## src/rtl/efvg_pkg.sv

```systemverilog
// Shared types and constants for the ellipse fan vertex generator.
`timescale 1ns / 1ps

package efvg_pkg;

    localparam int IDX_W       = 10;
    localparam int TOT_W       = 11;
    localparam int HALF_W      = 16;
    localparam int OUT_W       = 17;
    localparam int CFG_IDX_W   = 2;
    localparam int CFG_DATA_W  = 16;

    localparam logic [TOT_W-1:0] MAX_VERTICES = 11'd1024;

    localparam logic [CFG_IDX_W-1:0] REG_HALF_WIDTH   = 2'd0;
    localparam logic [CFG_IDX_W-1:0] REG_HALF_HEIGHT  = 2'd1;
    localparam logic [CFG_IDX_W-1:0] REG_VERTEX_TOTAL = 2'd2;

    localparam int QUO_W        = 32;
    localparam int DIV_BITS     = 4;
    localparam int DIV_STAGES   = QUO_W / DIV_BITS;

    localparam int CORDIC_STEPS = 24;
    localparam int CW           = 34;
    localparam logic signed [CW-1:0] CORDIC_GAIN = 34'sd652032874;

    localparam logic [31:0] ATAN_TURNS [CORDIC_STEPS] = '{
        32'd536870912, 32'd316933406, 32'd167458907, 32'd85004756,
        32'd42667331,  32'd21354465,  32'd10679838,  32'd5340245,
        32'd2670163,   32'd1335087,   32'd667544,    32'd333772,
        32'd166886,    32'd83443,     32'd41722,     32'd20861,
        32'd10430,     32'd5215,      32'd2608,      32'd1304,
        32'd652,       32'd326,       32'd163,       32'd81
    };

    // Per-item information that rides alongside the arithmetic.
    typedef struct packed {
        logic [IDX_W-1:0] index;
        logic             tri_ok;
        logic             err;
        logic [1:0]       quad;
    } side_t;

endpackage

```

## src/rtl/efvg_div.sv

```systemverilog
// Pipelined restoring divider that forms the rounded vertex phase fraction.
`timescale 1ns / 1ps

module efvg_div (
    input  logic                  clk,
    input  logic                  rst_n,
    input  logic                  en,
    input  logic                  in_valid,
    input  logic [10:0]           in_rem,
    input  efvg_pkg::side_t       in_side,
    input  logic [10:0]           tot,
    output logic                  out_valid,
    output logic [31:0]           out_quo,
    output efvg_pkg::side_t       out_side
);
    import efvg_pkg::*;

    logic [TOT_W-1:0] rem_pipe   [DIV_STAGES+1];
    logic [QUO_W-1:0] quo_pipe   [DIV_STAGES+1];
    side_t            side_pipe  [DIV_STAGES+1];
    logic [DIV_STAGES:0] valid_pipe;
    logic [QUO_W-1:0] num_low;

    // Low numerator word is half the total, which makes the quotient round to nearest.
    assign num_low = {{(QUO_W-TOT_W+1){1'b0}}, tot[TOT_W-1:1]};

    assign rem_pipe[0]   = in_rem;
    assign quo_pipe[0]   = '0;
    assign side_pipe[0]  = in_side;
    assign valid_pipe[0] = in_valid;

    for (genvar s = 0; s < DIV_STAGES; s++) begin : g_stage
        logic [TOT_W-1:0] rem_next;
        logic [QUO_W-1:0] quo_next;
        logic [TOT_W-1:0] rem_reg;
        logic [QUO_W-1:0] quo_reg;
        side_t            side_reg;
        logic             valid_reg;

        always_comb
        begin
            logic [TOT_W:0] sh;
            rem_next = rem_pipe[s];
            quo_next = quo_pipe[s];
            for (int k = 0; k < DIV_BITS; k++) begin
                sh = {rem_next, num_low[QUO_W-1-DIV_BITS*s-k]};
                if (sh >= {1'b0, tot})
                begin
                    rem_next = TOT_W'(sh - {1'b0, tot});
                    quo_next = {quo_next[QUO_W-2:0], 1'b1};
                end
                else
                begin
                    rem_next = sh[TOT_W-1:0];
                    quo_next = {quo_next[QUO_W-2:0], 1'b0};
                end
            end
        end

        always_ff @(posedge clk or negedge rst_n)
        begin
            if (!rst_n)
            begin
                valid_reg <= 1'b0;
            end
            else if (en)
            begin
                valid_reg <= valid_pipe[s];
            end
        end

        always_ff @(posedge clk)
        begin
            if (en)
            begin
                rem_reg  <= rem_next;
                quo_reg  <= quo_next;
                side_reg <= side_pipe[s];
            end
        end

        assign rem_pipe[s+1]   = rem_reg;
        assign quo_pipe[s+1]   = quo_reg;
        assign side_pipe[s+1]  = side_reg;
        assign valid_pipe[s+1] = valid_reg;
    end

    assign out_valid = valid_pipe[DIV_STAGES];
    assign out_quo   = quo_pipe[DIV_STAGES];
    assign out_side  = side_pipe[DIV_STAGES];

endmodule

```

## config.mk

```make
export PLATFORM = sky130hd
export DESIGN_NAME = efvg_div
export DESIGN_NICKNAME = d
export VERILOG_FILES = /design/src/rtl/efvg_pkg.sv /design/src/rtl/efvg_div.sv
export SDC_FILE = /design/constraint.sdc
export NUM_CORES = 1
export LEC_CHECK = 0
export BUFFER_PORTS_ARGS = -buffer_cell sky130_fd_sc_hd__buf_2
export CAP_MARGIN = 20
export CELL_PAD_IN_SITES_DETAIL_PLACEMENT = 1
export CELL_PAD_IN_SITES_GLOBAL_PLACEMENT = 1
export CORE_MARGIN = 5
export CORE_UTILIZATION = 51
export DETAILED_ROUTE_END_ITERATION = 10
export PLACE_DENSITY_LB_ADDON = 0.1
export SETUP_SLACK_MARGIN = 0.02
export SYNTH_ARGS = -nofsm -noshare
export SYNTH_HDL_FRONTEND = slang
export SYNTH_SLANG_ARGS = --single-unit
export TNS_END_PERCENT = 30
```

## constraint.sdc

```tcl
create_clock -name clk -period 9.9 [get_ports clk]
set_input_delay 0.99 -clock clk [delete_from_list [all_inputs] [get_ports clk]]
set_output_delay 0.99 -clock clk [all_outputs]
set_load 0.01 [all_outputs]
```

Yosys cells after proc, flatten, opt, wreduce, memory -nomap -nowiden

Cells that the tools add are included.

Bits in registers: 341
Latch bits: 0
Bits in writable memories: 0
Memory bits (read-only): 0
Input bits: 40
Output and inout port bits: 47
Word-level logic and storage cells: 186
Memories: 0

Add/subtract/negate cells: 31
Multipliers: 0
Div/mod/pow operators: 0
$lt $le $gt $ge: 32
Equality and inequality tests: 0
Shift-type cells: 0
Muxes and demuxes: 63
Bitwise logic cells: 0
Reductions and logical operators: 0

Operators with widths:

| operator                                                       | count |
|---|---|
| 12-bit by 11-bit greater-or-equal comparator with 1-bit output | 32 |
| 11-bit 2-to-1 mux                                              | 31 |
| 11-bit subtractor                                              | 31 |
| 1-bit 2-to-1 mux                                               | 32 |

Depth between registers and ports, before layout

Depth in word-level cells: 8
Gate-level depth with buffers: 48
Mapped depth without buffers: 42

Least setup slack after synthesis

No wires, ideal clock.

Path type: input to register
From: input port tot[0]
To: register g_stage[5].rem_reg[3], data pin
Library setup time: 260 ps
Data arrival time: 10061 ps
Required time: 9640 ps
Path slack: -421 ps
Stages: 41
Buffers on the path: 8
Cells stage by stage: buf_2 -> buf_1 -> inv_1 -> clkbuf_1 -> clkbuf_1 -> ha_1 -> a31o_2 -> a21oi_1 -> o211ai_1 -> clkbuf_1 -> mux2_2 -> ha_1 -> nand2_1 -> o21ai_0 -> a221oi_1 -> nor3_1 -> a21oi_2 -> inv_2 -> [5 not listed] -> o221a_2 -> o21a_1 -> o21ai_0 -> o2111a_1 -> clkbuf_1 -> o22ai_1 -> ha_1 -> nor2b_1 -> o21ai_0 -> a21boi_0 -> o21ai_0 -> nand2b_1 -> a31oi_1 -> o21ai_0 -> a211o_1 -> a211o_1 -> buf_6 -> mux2_4

Word-level cells in the longest chain between the ends: 8
Elaborated cells on any way between the ends: 12
Those cells by class: add/sub (4); order compare (4); mux (4)

RTL lines:

| element                                                                                             | line                           | RTL |
|---|---|---|
| start, declared                                                                                     | efvg_div.sv:11                 | `input logic [10:0] tot,` |
| 11-bit subtractor or 12-bit by 11-bit greater-or-equal comparator with 1-bit output (tied branches) | efvg_div.sv:49, efvg_div.sv:47 |  |
| 11-bit 2-to-1 mux                                                                                   | efvg_div.sv:47                 | `if (sh >= {1'b0, tot})` |
| 11-bit subtractor or 12-bit by 11-bit greater-or-equal comparator with 1-bit output (tied branches) | efvg_div.sv:49, efvg_div.sv:47 |  |
| 11-bit 2-to-1 mux                                                                                   | efvg_div.sv:47                 |  |
| 11-bit subtractor or 12-bit by 11-bit greater-or-equal comparator with 1-bit output (tied branches) | efvg_div.sv:49, efvg_div.sv:47 |  |
| 11-bit 2-to-1 mux                                                                                   | efvg_div.sv:47                 |  |
| 11-bit subtractor or 12-bit by 11-bit greater-or-equal comparator with 1-bit output (tied branches) | efvg_div.sv:49, efvg_div.sv:47 |  |
| 11-bit 2-to-1 mux *                                                                                 | efvg_div.sv:47                 |  |
| via g_stage[5].rem_next[3]                                                                          | efvg_div.sv:33                 | `logic [TOT_W-1:0] rem_next;` |
| end signal, assigned                                                                                | efvg_div.sv:76                 | `rem_reg <= rem_next;` |
| end, declared                                                                                       | efvg_div.sv:35                 | `logic [TOT_W-1:0] rem_reg;` |

Mark *: on every way through the listed nets, which the timed path passes. The rest lies on a longest branch.
A chain may end at the register's enable or synchronous reset.

Worst setup path after layout

From: input port tot[8]
To: register g_stage[6].rem_reg[2], data pin

Word-level cells in the longest chain between the ends: 8
Elaborated cells on any way between the ends: 12
Those cells by class: add/sub (4); order compare (4); mux (4)

RTL lines:

| element                                                                                             | line |
|---|---|
| 11-bit subtractor or 12-bit by 11-bit greater-or-equal comparator with 1-bit output (tied branches) | efvg_div.sv:49, efvg_div.sv:47 |
| 11-bit 2-to-1 mux                                                                                   | efvg_div.sv:47 |
| 11-bit subtractor or 12-bit by 11-bit greater-or-equal comparator with 1-bit output (tied branches) | efvg_div.sv:49, efvg_div.sv:47 |
| 11-bit 2-to-1 mux                                                                                   | efvg_div.sv:47 |
| 12-bit by 11-bit greater-or-equal comparator with 1-bit output or 11-bit subtractor (tied branches) | efvg_div.sv:47, efvg_div.sv:49 |
| 11-bit 2-to-1 mux                                                                                   | efvg_div.sv:47 |
| 11-bit subtractor or 12-bit by 11-bit greater-or-equal comparator with 1-bit output (tied branches) | efvg_div.sv:49, efvg_div.sv:47 |
| 11-bit 2-to-1 mux *                                                                                 | efvg_div.sv:47 |
| via g_stage[6].rem_next[2]                                                                          | efvg_div.sv:33 |
| end signal, assigned                                                                                | efvg_div.sv:76 |
| end, declared                                                                                       | efvg_div.sv:35 |

Marked as above.

==> qor.yml <==
slew_headroom_pct: 35.5
drv_cap: 0
cts_tree: "done"
cts_buffers: 41
gr-total-overflow: 0
synth_area_um2: 28200
synth-edff-count: 333
netlist_instances: 2845
clock_latency_ns: 0.59
critPathKind: "primary input to register"
via_count: 23800
largest_register_ffs: 112
avgViaCountPerCell: 6.13
fmax_mhz: 105
cts.sink_count: 341
period_share_pct: 96.1
r2r_cells: 40
antenna_left: 0
route.detailed.drc: 0
row_count: 86
htreeDepth: 2
avgRoutedWirePerCell_um: 22.3
final_common_cell: "ha_1"
slowest_stage: "or4_1"
skew_ns: 0.0172
cp-start-kind: "primary input"
status: "finished clean"
slew_viol_final: 0
worstSetupEndpointType: "register"
clk_pin_slew_ns: 0.06
io_buffers: 86
yosys.area_share.xor_xnor_pct: 5.69
crit_path_max_incr_delay_ns: 0.44
synth_top_family_by_area: "compound AO/OA/AOI/OAI gates"
worst-endpoint-arrival_ns: 9.85
grt_start_max_net_pins: 152
pre_cts_slack_ns: -0.778
async_flop_share_pct: 2.35
synth_area_leaders: "edfxtp_1, ha_1, mux2_2"
crit_required_ns: 10.24
grt_util_all_layers_pct: 28.0
dieArea_um2: 60100
ys_seq_area_share_pct: 36.2
hold_class: "primary input to asynchronous set/reset pin"
place.gp.congestion: 0.919
syn_area_per_cell_um2: 9.91
coreArea_um2: 54900
drt-initial-drc-count: 1279
multi_input_area_um2: 17600
synth_fa_ha_area_share_pct: 16.0
synth.net_count: 3237
setup_viol: 0
yosys.area_share.simple_pct: 13.7
drive_gt1_share_pct: 20.2
wirelength_um: 86700
final_cell_mix: "ha_1, edfxtp_1, nor2_1, buf_4, a21oi_1"
synth_seq_cells: 341
hold_violations: 0
yosysTopAreaCellShare_pct: 35.5
nets: 3537
antenna_found_initial: 1
synthDistinctLibCells: 92
root_buffer: "clkbuf_16"
ys.flop_type: "edfxtp_1"
setup_slack_ns: 0.390
synth-compound-area-share_pct: 18.8
start_util_pct: 51.4
worstPathMaxFanout: 13
pin_count: 87
firstDrtPassIters: 5
dp_hpwl_um: 65400
seqCellArea_um2: 10200
fin_crit_ns: 9.51
die_x_um: 245
ys_warn_count: 0
fillers: 6145
yosys-mux-area-fraction_pct: 6.92
clockBufferDepth: 3
grt_pass1_wl_um: 136000
grt_pass1_vias: 25600
dieHeight_um: 245
area_delta_synth_final_pct: 16.3
yosys.area.top_type: "edfxtp_1"
worst_pin_slew_ns: 0.968
[Yosys cell counts, drive strengths merged (15+ instances only)]
cell    number
o21a        51
nand3       46
a21o        89
a21boi      27
o31ai       38
nor2b       47
clkbuf      23
nor2       251
xnor2      112
o211ai      16
nor4        16
nand2      185
inv        138
xor2        71
nor3        78
mux2i       26
o21ai      181
o31a        17
fa          15
buf         25
a31oi       22
or3         19
a21oi      216
a211oi      33
edfxtp     333
mux2       147
ha         337
and3        28
nand4       41
nand2b      47
[stage by stage]
| step | cells | setup TNS (ns) | hold slack, ns | area (um^2) | util (%) |
|---|---|---|---|---|---|
| floorplan | 2845 | -0.102 | 0.400 | 28200 | - |
| detailed placement | 3800 | -20.72 | 0.405 | 31000 | 56.6 |
| global placement | 3800 | -4.16 | 0.400 | 31000 | 56.6 |
| global route | 3881 | -0.122 | 0.238 | 32800 | 59.7 |
| finish | 3881 | 0 | 0.243 | 32800 | 59.7 |
| CTS | 3874 | 0 | 0.212 | 32400 | 59.0 |
[final cells by class]
type | count | share of cell area, %
clock buffers | 47 | 3.30
inverters | 139 | 1.70
multi-input cells | 2317 | 53.6
repair buffers | 305 | 6.70
well taps | 704 | 2.69
diodes | 1 | 0.00764
clock inverters | 27 | 0.821
flip-flops and latches | 341 | 31.1
[worst max-delay path: cells and delay by family]
family                     cells  cell delay, ns
AOI/OAI and AO/OA             18            3.69
adders and majority gates      5            1.63
and+or+nand+nor               11            1.94
buffers and inverters          6            0.96
muxes                          2            0.64
[logic make-up (layout without fill, tap and decap cells)]
logic type | after synthesis | count (layout)
muxes | 173 | 173
xor gates and xnor gates | 183 | 183
AOI/OAI and AO/OA | 804 | 804
other | 0 | 1
DFF | 341 | 341
buffers and inverters | 187 | 518
and+or+nand+nor | 805 | 805
adders and majority gates | 352 | 352
[worst paths after layout]
path                                                   from                                to  slack, ns
min                                                   rst_n             out_valid$_DFFE_PN0P_       0.24
max reg2reg                 g_stage[5].rem_reg[0]$_DFFE_PP_   g_stage[6].rem_reg[2]$_DFFE_PP_       0.76
max                                                  tot[8]   g_stage[6].rem_reg[2]$_DFFE_PP_       0.39
max in group asynchronous                             rst_n  g_stage[3].valid_reg$_DFFE_PN0P_       9.49
min in group clk           g_stage[6].quo_reg[27]$_DFFE_PP_             out_quo[31]$_DFFE_PP_       0.41
min reg2reg                g_stage[6].quo_reg[27]$_DFFE_PP_             out_quo[31]$_DFFE_PP_       0.41
[layer usage]
metal	up-vias	GRT usage (%)	part of all wire [%]
li1	11400	-	-
met1	11700	35.5	43
met2	498	49.1	49
met3	212	3.48	4.0
met4	0	10.8	4.0
met5	-	0	0
[timing repair]
action	4_1_cts	5_1_grt
pin swaps	1	13
hold buffers	0	0
gates cloned	0	0
buffers inserted	0	6
setup endpoints to repair	1	85
gates resized for setup	3	87
endpoints found under the hold margin	0	0
Power is left out: the tool's default activity adds up to more than one toggle a clock period on the data nets, which glitch-free logic cannot reach.
